### src/rtl/shared_frame_refcount_table_macros.svh
// assertion macros shared by the frame refcount table rtl
`ifndef SHARED_FRAME_REFCOUNT_TABLE_MACROS_SVH
`define SHARED_FRAME_REFCOUNT_TABLE_MACROS_SVH

// same-cycle implication, clocked on clk, off during reset
`define SFRT_ASSERT_IMP(lbl, ant, con, msg) \
	lbl: assert property (@(posedge clk) disable iff (!arst_n) (ant) |-> (con)) \
		else $error(msg);

// next-cycle implication, clocked on clk, off during reset
`define SFRT_ASSERT_NXT(lbl, ant, con, msg) \
	lbl: assert property (@(posedge clk) disable iff (!arst_n) (ant) |=> (con)) \
		else $error(msg);

`endif

### src/rtl/sfrt_pkg.sv
// types and constants of the shared frame refcount table
`timescale 1ns / 1ps
`default_nettype none

package sfrt_pkg;

	localparam int TABLE_ENTRIES_DEF = 16;

	localparam int ACTION_W = 2;
	localparam int FILE_W   = 16;
	localparam int OFFSET_W = 31;
	localparam int FRAME_W  = 20;
	localparam int COUNT_W  = 8;
	localparam int STATUS_W = 2;

	localparam logic [ACTION_W-1:0] ACT_INSERT  = 2'd0;
	localparam logic [ACTION_W-1:0] ACT_RELEASE = 2'd1;
	localparam logic [ACTION_W-1:0] ACT_LOOKUP  = 2'd2;

	localparam logic [STATUS_W-1:0] ST_OK       = 2'd0;
	localparam logic [STATUS_W-1:0] ST_NOTFOUND = 2'd1;
	localparam logic [STATUS_W-1:0] ST_FULL     = 2'd2;

	localparam logic [COUNT_W-1:0] COUNT_ONE = COUNT_W'(1);

	typedef struct packed {
		logic [ACTION_W-1:0] action;
		logic [FILE_W-1:0]   file_id;
		logic [OFFSET_W-1:0] file_offset;
		logic [FRAME_W-1:0]  frame_number;
	} req_word_t;

	typedef struct packed {
		logic [STATUS_W-1:0] status;
		logic [FRAME_W-1:0]  found_frame;
		logic [COUNT_W-1:0]  share_count;
		logic                frame_freed;
	} rsp_word_t;

	typedef struct packed {
		logic [FILE_W-1:0]   file;
		logic [OFFSET_W-1:0] offset;
		logic [FRAME_W-1:0]  frame;
		logic [COUNT_W-1:0]  count;
	} slot_t;

	localparam int SLOT_W = $bits(slot_t);

endpackage

`default_nettype wire

### src/rtl/sfrt_ram.sv
// generic single write port ram with registered read
`timescale 1ns / 1ps
`default_nettype none

module sfrt_ram #(
	parameter int WIDTH = 8,
	parameter int DEPTH = 16
) (
	input  wire logic                     clk,
	input  wire logic                     we,
	input  wire logic [$clog2(DEPTH)-1:0] waddr,
	input  wire logic [WIDTH-1:0]         wdata,
	input  wire logic                     re,
	input  wire logic [$clog2(DEPTH)-1:0] raddr,
	output logic      [WIDTH-1:0]         rdata
);

	logic [WIDTH-1:0] mem_q [DEPTH];

	always_ff @(posedge clk) begin
		if (we) begin
			mem_q[waddr] <= wdata;
		end
		if (re) begin
			rdata <= mem_q[raddr];
		end
	end

endmodule

`default_nettype wire

### src/rtl/shared_frame_refcount_table.sv
// Shared frame refcount table: TABLE_ENTRIES slots keyed by file and offset,
// each holding a frame number and a share count. Insert takes the lowest free
// slot, release finds the lowest slot with the frame and counts it down
// (removing it at zero), lookup finds the lowest slot with file and offset.
// Slot contents sit in one ram read one slot per cycle; valid marks are
// flip-flops cleared by reset, so the block is usable right after reset.
// Flow: a request is taken in S_IDLE; S_SCAN reads the slots from slot 0 on
// through the single ram read port and compares each in the idx_s1/cmp_v_s1
// stage, stopping at a hit or after the last slot, and registers the result
// in res_q; S_DONE moves it to the output register and returns to S_IDLE. No
// new request is taken before that; a result waiting on rsp_stall does not block
// taking the next request, only the move of the next result to the output.
`timescale 1ns / 1ps
`default_nettype none
`include "shared_frame_refcount_table_macros.svh"

module shared_frame_refcount_table
	import sfrt_pkg::*;
#(
	parameter int TABLE_ENTRIES = TABLE_ENTRIES_DEF
) (
	input  wire logic      clk,
	input  wire logic      arst_n,
	input  wire logic      req_valid,
	output logic           req_stall,
	input  wire req_word_t req,
	output logic           rsp_valid,
	input  wire logic      rsp_stall,
	output rsp_word_t      rsp
);

	localparam int IDX_W = $clog2(TABLE_ENTRIES);
	localparam logic [IDX_W-1:0] IDX_LAST = IDX_W'(TABLE_ENTRIES - 1);

	localparam logic [1:0] S_IDLE = 2'd0;
	localparam logic [1:0] S_SCAN = 2'd1;
	localparam logic [1:0] S_DONE = 2'd2;

	logic [1:0]               state_q;
	logic [TABLE_ENTRIES-1:0] valid_q;
	req_word_t                req_q;
	logic [IDX_W-1:0]         idx_q;
	logic                     issue_q;
	logic [IDX_W-1:0]         idx_s1;
	logic                     cmp_v_s1;
	rsp_word_t                res_q;
	rsp_word_t                rsp_q;
	logic                     rsp_valid_q;

	slot_t     rd_slot;
	slot_t     wr_slot;
	logic      wr_en;
	logic      req_fire;
	logic      slot_live;
	logic      hit;
	logic      finish;
	logic      count_low;
	logic      set_valid;
	logic      clr_valid;
	logic      out_free;
	rsp_word_t res_d;

	assign req_fire  = req_valid && !req_stall;
	assign req_stall = (state_q != S_IDLE);
	assign out_free  = !rsp_valid_q || !rsp_stall;

	sfrt_ram #(
		.WIDTH (SLOT_W),
		.DEPTH (TABLE_ENTRIES)
	) u_slot_ram (
		.clk   (clk),
		.we    (wr_en),
		.waddr (idx_s1),
		.wdata (wr_slot),
		.re    (state_q == S_SCAN && issue_q),
		.raddr (idx_q),
		.rdata (rd_slot)
	);

	assign slot_live = valid_q[idx_s1];
	assign count_low = (rd_slot.count <= COUNT_ONE);

	always_comb begin
		case (req_q.action)
			ACT_INSERT:  hit = !slot_live;
			ACT_RELEASE: hit = slot_live && (rd_slot.frame == req_q.frame_number);
			ACT_LOOKUP:  hit = slot_live && (rd_slot.file == req_q.file_id)
				&& (rd_slot.offset == req_q.file_offset);
			default:     hit = 1'b0;
		endcase
	end

	assign finish = (state_q == S_SCAN) && cmp_v_s1 && (hit || idx_s1 == IDX_LAST);

	always_comb begin
		res_d     = '{status: ST_NOTFOUND, found_frame: '0, share_count: '0,
			frame_freed: 1'b0};
		wr_slot   = rd_slot;
		wr_en     = 1'b0;
		set_valid = 1'b0;
		clr_valid = 1'b0;
		case (req_q.action)
			ACT_INSERT: begin
				wr_slot = '{file: req_q.file_id, offset: req_q.file_offset,
					frame: req_q.frame_number, count: COUNT_ONE};
				if (hit) begin
					res_d.status      = ST_OK;
					res_d.share_count = COUNT_ONE;
					wr_en             = finish;
					set_valid         = finish;
				end else begin
					res_d.status = ST_FULL;
				end
			end
			ACT_RELEASE: begin
				wr_slot.count = rd_slot.count - COUNT_ONE;
				if (hit) begin
					res_d.status = ST_OK;
					if (count_low) begin
						res_d.frame_freed = 1'b1;
						clr_valid         = finish;
					end else begin
						res_d.share_count = wr_slot.count;
						wr_en             = finish;
					end
				end
			end
			ACT_LOOKUP: begin
				if (hit) begin
					res_d.status      = ST_OK;
					res_d.found_frame = rd_slot.frame;
					res_d.share_count = rd_slot.count;
				end
			end
			default: begin
				res_d.status = ST_NOTFOUND;
			end
		endcase
	end

	// sequencer and scan pipeline
	always_ff @(posedge clk or negedge arst_n) begin
		if (!arst_n) begin
			state_q  <= S_IDLE;
			valid_q  <= '0;
			issue_q  <= 1'b0;
			cmp_v_s1 <= 1'b0;
			idx_q    <= '0;
			idx_s1   <= '0;
		end else begin
			case (state_q)
				S_IDLE: begin
					if (req_fire) begin
						state_q  <= S_SCAN;
						idx_q    <= '0;
						issue_q  <= 1'b1;
						cmp_v_s1 <= 1'b0;
					end
				end
				S_SCAN: begin
					cmp_v_s1 <= issue_q;
					idx_s1   <= idx_q;
					if (issue_q) begin
						if (idx_q == IDX_LAST) begin
							issue_q <= 1'b0;
						end else begin
							idx_q <= idx_q + IDX_W'(1);
						end
					end
					if (finish) begin
						state_q  <= S_DONE;
						issue_q  <= 1'b0;
						cmp_v_s1 <= 1'b0;
						if (set_valid) begin
							valid_q[idx_s1] <= 1'b1;
						end
						if (clr_valid) begin
							valid_q[idx_s1] <= 1'b0;
						end
					end
				end
				S_DONE: begin
					if (out_free) begin
						state_q <= S_IDLE;
					end
				end
				default: begin
					state_q <= S_IDLE;
				end
			endcase
		end
	end

	always_ff @(posedge clk) begin
		if (req_fire) begin
			req_q <= req;
		end
		if (finish) begin
			res_q <= res_d;
		end
		if (state_q == S_DONE && out_free) begin
			rsp_q <= res_q;
		end
	end

	// output word register
	always_ff @(posedge clk or negedge arst_n) begin
		if (!arst_n) begin
			rsp_valid_q <= 1'b0;
		end else if (state_q == S_DONE && out_free) begin
			rsp_valid_q <= 1'b1;
		end else if (!rsp_stall) begin
			rsp_valid_q <= 1'b0;
		end
	end

	assign rsp_valid = rsp_valid_q;
	assign rsp       = rsp_q;

	`SFRT_ASSERT_NXT(a_fire_starts_scan, req_fire,
		state_q == S_SCAN && idx_q == '0 && !cmp_v_s1, "request did not start a scan")
	`SFRT_ASSERT_IMP(a_cmp_in_scan, cmp_v_s1, state_q == S_SCAN,
		"compare stage live outside scan")
	`SFRT_ASSERT_NXT(a_insert_adds_one, finish && set_valid,
		$countones(valid_q) == $past($countones(valid_q)) + 1, "insert did not add a slot")
	`SFRT_ASSERT_NXT(a_release_frees_one, finish && clr_valid,
		$countones(valid_q) + 1 == $past($countones(valid_q)), "release did not free a slot")
	`SFRT_ASSERT_NXT(a_done_emits, state_q == S_DONE && out_free,
		rsp_valid && state_q == S_IDLE, "finished result not presented")

endmodule

`default_nettype wire

### config.mk
export PLATFORM = sky130hd
export DESIGN_NAME = shared_frame_refcount_table
export DESIGN_NICKNAME = d
export VERILOG_FILES = /design/src/rtl/sfrt_pkg.sv /design/src/rtl/sfrt_ram.sv /design/src/rtl/shared_frame_refcount_table.sv
export VERILOG_INCLUDE_DIRS = /design/src /design/src/rtl
export SDC_FILE = /design/constraint.sdc
export NUM_CORES = 1
export LEC_CHECK = 0
export BUFFER_PORTS_ARGS = -buffer_cell sky130_fd_sc_hd__buf_2
export CAP_MARGIN = 20
export CELL_PAD_IN_SITES_DETAIL_PLACEMENT = 1
export CELL_PAD_IN_SITES_GLOBAL_PLACEMENT = 1
export CORE_MARGIN = 4
export CORE_UTILIZATION = 59
export DETAILED_ROUTE_END_ITERATION = 8
export GPL_TIMING_DRIVEN = 1
export PLACE_DENSITY = 0.84
export SYNTH_ARGS = -nofsm -noshare
export SYNTH_HDL_FRONTEND = slang
export SYNTH_HIERARCHICAL = 1
export SYNTH_SLANG_ARGS = --single-unit
### constraint.sdc
create_clock -name clk -period 12.95 [get_ports clk]
set_input_delay 3.885 -clock clk [delete_from_list [all_inputs] [get_ports clk]]
set_output_delay 3.885 -clock clk [all_outputs]
set_load 0.03 [all_outputs]
-- Word level (Yosys, flattened, before mapping)
Memories as Yosys holds them, arrays and structs flattened. A register that Yosys moved wholly into a read port is not among the register bits.
Cells that the tools add are included.
- equality and inequality tests: 15
- reductions and logical operators: 25
- add/subtract/negate cells: 2
- bitwise logic cells: 3
- mux-type cells: 48
- magnitude comparators: 3
- operators with widths (kind ; number):
    two-way mux 67 bit ; 1
    two-way mux 16 bit ; 4
    equality test 31 bit ; 1
    two-way mux 29 bit ; 1
    one-hot mux 8 bit (3 select lines) ; 1
    two-way mux 1 bit ; 22
    equality test 20 bit ; 1
    AND 16 bit ; 1
    equality test 16 bit ; 1
    NOT 16 bit ; 1
    OR 16 bit ; 1
    one-hot mux 8 bit (2 select lines) ; 1
    two-way mux 4 bit ; 3
    one-hot mux 2 bit (3 select lines) ; 2
    != test 2 bit (second input constant) ; 5
    logical AND 1 bit ; 9
    two-way mux 9 bit ; 1
    equality test 4 bit (second input constant) ; 2
    <= comparator 8 x 1 -> 1 bit (second input constant) ; 1
    two-way mux 2 bit ; 4
    two-way mux 8 bit ; 1
    one-hot mux 4 bit (2 select lines) ; 1
    AND reduction 2 bit ; 4
    subtractor 8 x 1 -> 8 bit (second input constant) ; 1
    16 further kinds ; 26
- output and inout bits: 33
- memories: 1
- flip-flop bits (word level): 160
- logic and storage cells: 116
- RAM bits: 1200
- memory list (memory ; words ; width ; rd ports ; clocked after memory_dff ; wr ports ; line ; text):
    u_slot_ram.mem_q ; 16 ; 75 ; 1 ; 1 ; 1 ; sfrt_ram.sv:18 ; logic [WIDTH-1:0] mem_q [DEPTH];

-- Longest topological paths before layout
- depth in word-level cells: 14
- mapped depth: 9
- mapped depth without buffers: 8

-- Hierarchy
Netlist, hierarchy kept.
- modules (own cells, without submodules) (module ; cells an instance ; area an instance (um^2) ; instances):
    sfrt_ram ; 1926 ; 47070.1 ; 1
    shared_frame_refcount_table ; 712 ; 7661.1 ; 1

-- Worst setup path before layout
No wires, ideal clock.
- kind: register to register
- from: reg idx_s1[0]
- to: mem u_slot_ram/mem_q[0][0] (netlist bit), enable pin
- cell stages (with the launch flop): 9
- clock period less this slack: 8253 ps
- data arrival time: 7653 ps
- slack: 4697 ps
- buffers on the path: 2
- data required time: 12350 ps
- cells stage by stage: dfrtp_1 -> clkbuf_1 -> mux4_2 -> a21oi_4 -> nand2_4 -> buf_2 -> a21oi_1 -> or3b_2 -> nor3_1
- word-level cells in the longest chain between the ends: 12
- elaborated cells between the ends (all ways): 16
- RTL lines (item ; line ; text):
    from (decl) ; shared_frame_refcount_table.sv:44 ; logic [IDX_W-1:0] idx_s1;
    from (signal assigned) ; shared_frame_refcount_table.sv:162 ; idx_s1 <= idx_q;
    binary-select mux 1 bit (select 4 bit) ; shared_frame_refcount_table.sv:80 ; assign slot_live = valid_q[idx_s1];
    two-way mux 1 bit (implied by the code) ; shared_frame_refcount_table.sv:80 ;
    logical AND 1 bit ; shared_frame_refcount_table.sv:87 ; ACT_LOOKUP: hit = slot_live && (rd_slot.file == req_q.file_id)
    logical AND 1 bit ; shared_frame_refcount_table.sv:88 ; && (rd_slot.offset == req_q.file_offset);
    one-hot mux 1 bit (3 select lines) ; shared_frame_refcount_table.sv:84 ; case (req_q.action)
    logical OR 1 bit ; shared_frame_refcount_table.sv:93 ; assign finish = (state_q == S_SCAN) && cmp_v_s1 && (hit || idx_s1 == IDX_LAST);
    logical AND 1 bit ; shared_frame_refcount_table.sv:93 ;
    two-way mux 1 bit ; shared_frame_refcount_table.sv:119 ; if (count_low) begin
    two-way mux 1 bit ; shared_frame_refcount_table.sv:117 ; if (hit) begin
    one-hot mux 1 bit (2 select lines) * ; shared_frame_refcount_table.sv:102 ; case (req_q.action)
    named net wr_en ; shared_frame_refcount_table.sv:52 ; logic wr_en;
    two-way mux 1 bit * ; sfrt_ram.sv:21 ; if (we) begin
    two-way mux 1 bit (implied by the code) * ; sfrt_ram.sv:22 ; mem_q[waddr] <= wdata;
    to (decl) ; sfrt_ram.sv:18 ;
Mark *: on every way through the listed nets, which the timed path passes. The rest lies on a longest branch. The select of a mux whose other input is x is not followed.

-- Final worst setup path
- from: reg req_q[68] (netlist bit)
- to: mem u_slot_ram/mem_q[13][38] (netlist bit), enable pin
- word-level cells in the longest chain between the ends: 9
- elaborated cells between the ends (all ways): 12
- RTL lines (item ; line ; text):
    from (decl) ; shared_frame_refcount_table.sv:41 ; req_word_t req_q;
    from (signal assigned) ; shared_frame_refcount_table.sv:196 ; req_q <= req;
    equality test 2 bit, or another cell as far along ; shared_frame_refcount_table.sv:84 ;
    one-hot mux 1 bit (3 select lines) ; shared_frame_refcount_table.sv:84 ;
    logical OR 1 bit ; shared_frame_refcount_table.sv:93 ;
    logical AND 1 bit ; shared_frame_refcount_table.sv:93 ;
    two-way mux 1 bit ; shared_frame_refcount_table.sv:119 ;
    two-way mux 1 bit ; shared_frame_refcount_table.sv:117 ;
    one-hot mux 1 bit (2 select lines) * ; shared_frame_refcount_table.sv:102 ;
    named net wr_en ; shared_frame_refcount_table.sv:52 ;
    two-way mux 1 bit * ; sfrt_ram.sv:21 ;
    two-way mux 1 bit (implied by the code) * ; sfrt_ram.sv:22 ;
Mark *: on every way through the listed nets, which the timed path passes. The rest lies on a longest branch.

==> impl_metrics.env <==
export IMPL_stdcell_area_um2=61510
export IMPL_cts_tree="yes"
export IMPL_grt_max_degree=75
export IMPL_synth_area_leaders="edfxtp_1 77%, mux4_2 12%, nand2_1 2.1%"
export IMPL_yosys_warnings=6
export IMPL_antenna_cells=0
export IMPL_fp_dieW_um=312.6
export IMPL_clockBufferDepth=3
export IMPL_cp_end_kind="flop"
export IMPL_arrival_ps=6940
export IMPL_intPower_uw=9272
export IMPL_netlist_area_leader_share_pct=77.14
export IMPL_ys_types=43
export IMPL_cts_root_buf="clkbuf_16"
export IMPL_via_per_inst=6.796
export IMPL_fin_worst_skew_ps=49.60
export IMPL_setup_tns_ps=0
export IMPL_relSlewSlack_pct=21.49
export IMPL_post_cts_resize_count=0
export IMPL_cp_max_fo=33
export IMPL_swShare_pct=30.06
export IMPL_grt_overflow=0
export IMPL_finalSetupViolCount=0
export IMPL_reg2reg_depth=10
export IMPL_ioPinCount=106
export IMPL_rows=111
export IMPL_synth_edf_count=1406
export IMPL_synth_seq_cells=1435
export IMPL_path_class="flop to flop"
export IMPL_ir_worst_vdd_v=0.0001933
export IMPL_yosysSeqAreaShare_pct=78.47
export IMPL_seqPwrFrac_pct=46.2
export IMPL_cts_sinks=1435
export IMPL_synth_avg_cell_area_um2=20.75
export IMPL_port_buffers=105
export IMPL_pwr_share_clk_pct=31.4
export IMPL_hold_depth=0
export IMPL_htreeDepth=4
export IMPL_combPwrFrac_pct=22.4
export IMPL_p_leak_uw=0.01994
export IMPL_finish_utilization_pct=67.00
export IMPL_grt_setup_unrepaired="false"
export IMPL_gp_congestion=0.7841
export IMPL_synth_top_area_cell="edfxtp_1"
export IMPL_min_period_over_period_pct=50.73
export IMPL_die_y_um=312.6
export IMPL_netlist_area_um2=54730
export IMPL_tightest_slew_ps=1178
export IMPL_drv_cap=0
export IMPL_vias=28420
export IMPL_achievable_frequency_mhz=152.2
export IMPL_ys_flop_type="edfxtp_1"
export IMPL_wire_per_inst_um=35.46
export IMPL_final_max_slew_viol_count=0
export IMPL_postCtsSetupRepairBufs=0
export IMPL_syn_inst=2638
export IMPL_dp_hpwl_um=75880
export IMPL_first_global_vias=30640
export IMPL_antenna_found_initial=5
export IMPL_route_detailed_drc=0
export IMPL_drt_iter0_drc=3928
export IMPL_hp_class="flop to flop"
export IMPL_power_density_nw_per_um2=215.5
export IMPL_clkLatencyLatePin_ps=780
export IMPL_grt_pass1_wl_um=216100
export IMPL_worst_endpoint_required_ps=13320
export IMPL_final_nets=2898
export IMPL_postPlaceCellArea_um2=56830
export IMPL_synth_nets=2714
export IMPL_dr_pass1_iters=6
export IMPL_final_cell_mix="1406 x edfxtp_1, 309 x nand2_1, 303 x mux4_2, 150 x a22oi_1, 143 x clkbuf_16"
export IMPL_area_growth_pct=12.39
export IMPL_mostFrequentLayoutCell="edfxtp_1"
export IMPL_coreArea_um2=91800
export IMPL_async_reset_ff_share_pct=2.021
export IMPL_outcome="complete, no violations"
export IMPL_p_sw_uw=3984
export IMPL_drive_above_1_share_pct=24.47
export IMPL_drtAntennaViolNets=0
export IMPL_start_kind="flop"
export IMPL_routed_wirelength_um=148300
export IMPL_grtUsageTotal_pct=30.92
export IMPL_hold_viol=0
export IMPL_fin_crit_ps=6570
export IMPL_start_util_pct=59.62
export IMPL_clk_pin_slew_ps=70
export IMPL_cts_made_buffers=141
export IMPL_hold_slack_ps=418.8
export IMPL_cts_hold_buf=0
export IMPL_die_area_um2=97700
per-layer routing:
metal | global-route usage [%] | vias to the layer above | wire length, um
met4 | 12.12 | 2 | 6007
met3 | 7.201 | 362 | 15500
li1 | - | 11170 | -
met2 | 50.94 | 2056 | 74620
met5 | 0 | - | 12
met1 | 40.83 | 14830 | 52120
cell usage after synthesis, types with 2 or more instances:
cell type and count:
a21oi_1 9, a22oi_1 150, a31oi_1 30, a41oi_1 6, and2_1 24, buf_1 22, buf_2 11, buf_4 26
buf_6 3, clkbuf_1 68, dfrtp_1 29, edfxtp_1 1406, ha_1 3, inv_1 10, mux2i_1 7, mux4_2 303
nand2_1 309, nand2b_1 7, nand3_1 10, nand3b_1 2, nand4_1 6, nor2_1 43, nor2b_1 7, nor3_1 18
nor4_1 18, o21a_1 2, o21ai_0 17, o22ai_1 3, or2_2 2, or3_1 4, xnor2_1 6, xor2_1 66
critical path, stage by stage (launching register included):
cell      delay, ps
edfxtp_1        930
nand2b_1        320
nor4_1          560
nand4_1         530
o32ai_4         550
nand2_4         200
a21oi_1         440
nand3_1         430
nor2_4          900
buf_4           650
buf_4           660
registers in the layout, indices dropped and copies added (netlist names), 4 cells and up:
register and count:
valid_q 16, u_slot_ram/mem_q 1200, idx_s1 4, idx_q 4, rsp 31, req_q 69
u_slot_ram/rdata 75, res_q 31
path summary, 6_finish.rpt:
| path | from | endpoint | slack [ps] |
|---|---|---|---|
| setup / recovery | req_q[68] | u_slot_ram/mem_q[13][38] | 6380 |
| hold / removal | res_q[24] | rsp[24] | 420 |
| setup reg to reg | req_q[68] | u_slot_ram/mem_q[13][38] | 6380 |
| hold reg to reg | res_q[24] | rsp[24] | 420 |
| max in group asynchronous | arst_n | idx_q[1] | 9250 |
| min in group asynchronous | arst_n | valid_q[15] | 3170 |
cells by family (layout without fill, tap and decap cells):
family	Yosys count	count (layout)	synth area share, %
simple gates	454	454	3.562
compound gates	224	224	2.949
flops	1435	1435	78.47
xor+xnor	72	72	1.152
fa+ha+maj	3	3	0.06859
buf+inv	140	440	1.205
mux	310	310	12.60
layout make-up:
class | instances | area [um2]
repair buffers | 171 | 1051
fillers | 7211 | 30290
flip-flops and latches | 1435 | 42950
clock inverters | 90 | 928.4
well taps | 1243 | 1555
inverters | 10 | 42.54
clock buffers | 169 | 3696
multi-input cells | 1063 | 11280
metrics by stage:
| stage | total power [uW] | setup WS [ps] | std cells |
|---|---|---|---|
| final | 13260 | 6380 | 4181 |
| after global routing | 13730 | 6217 | 4181 |
| after CTS | 13250 | 6749 | 4178 |
| after detailed placement | 9056 | 6961 | 3919 |
| after global placement | 8832 | 7086 | 3918 |
| after floorplan | 8113 | 4697 | 2638 |
power groups by stage:
stage / clock network [uW] / logic [uW] / registers (uW)
floorplan: 0 / 2040 / 6080
global placement: 0 / 2650 / 6180
detailed placement: 0 / 2840 / 6210
CTS: 4190 / 2930 / 6130
global route: 4420 / 3160 / 6150
finish: 4160 / 2970 / 6130
Power figures use the tool's default switching activity.
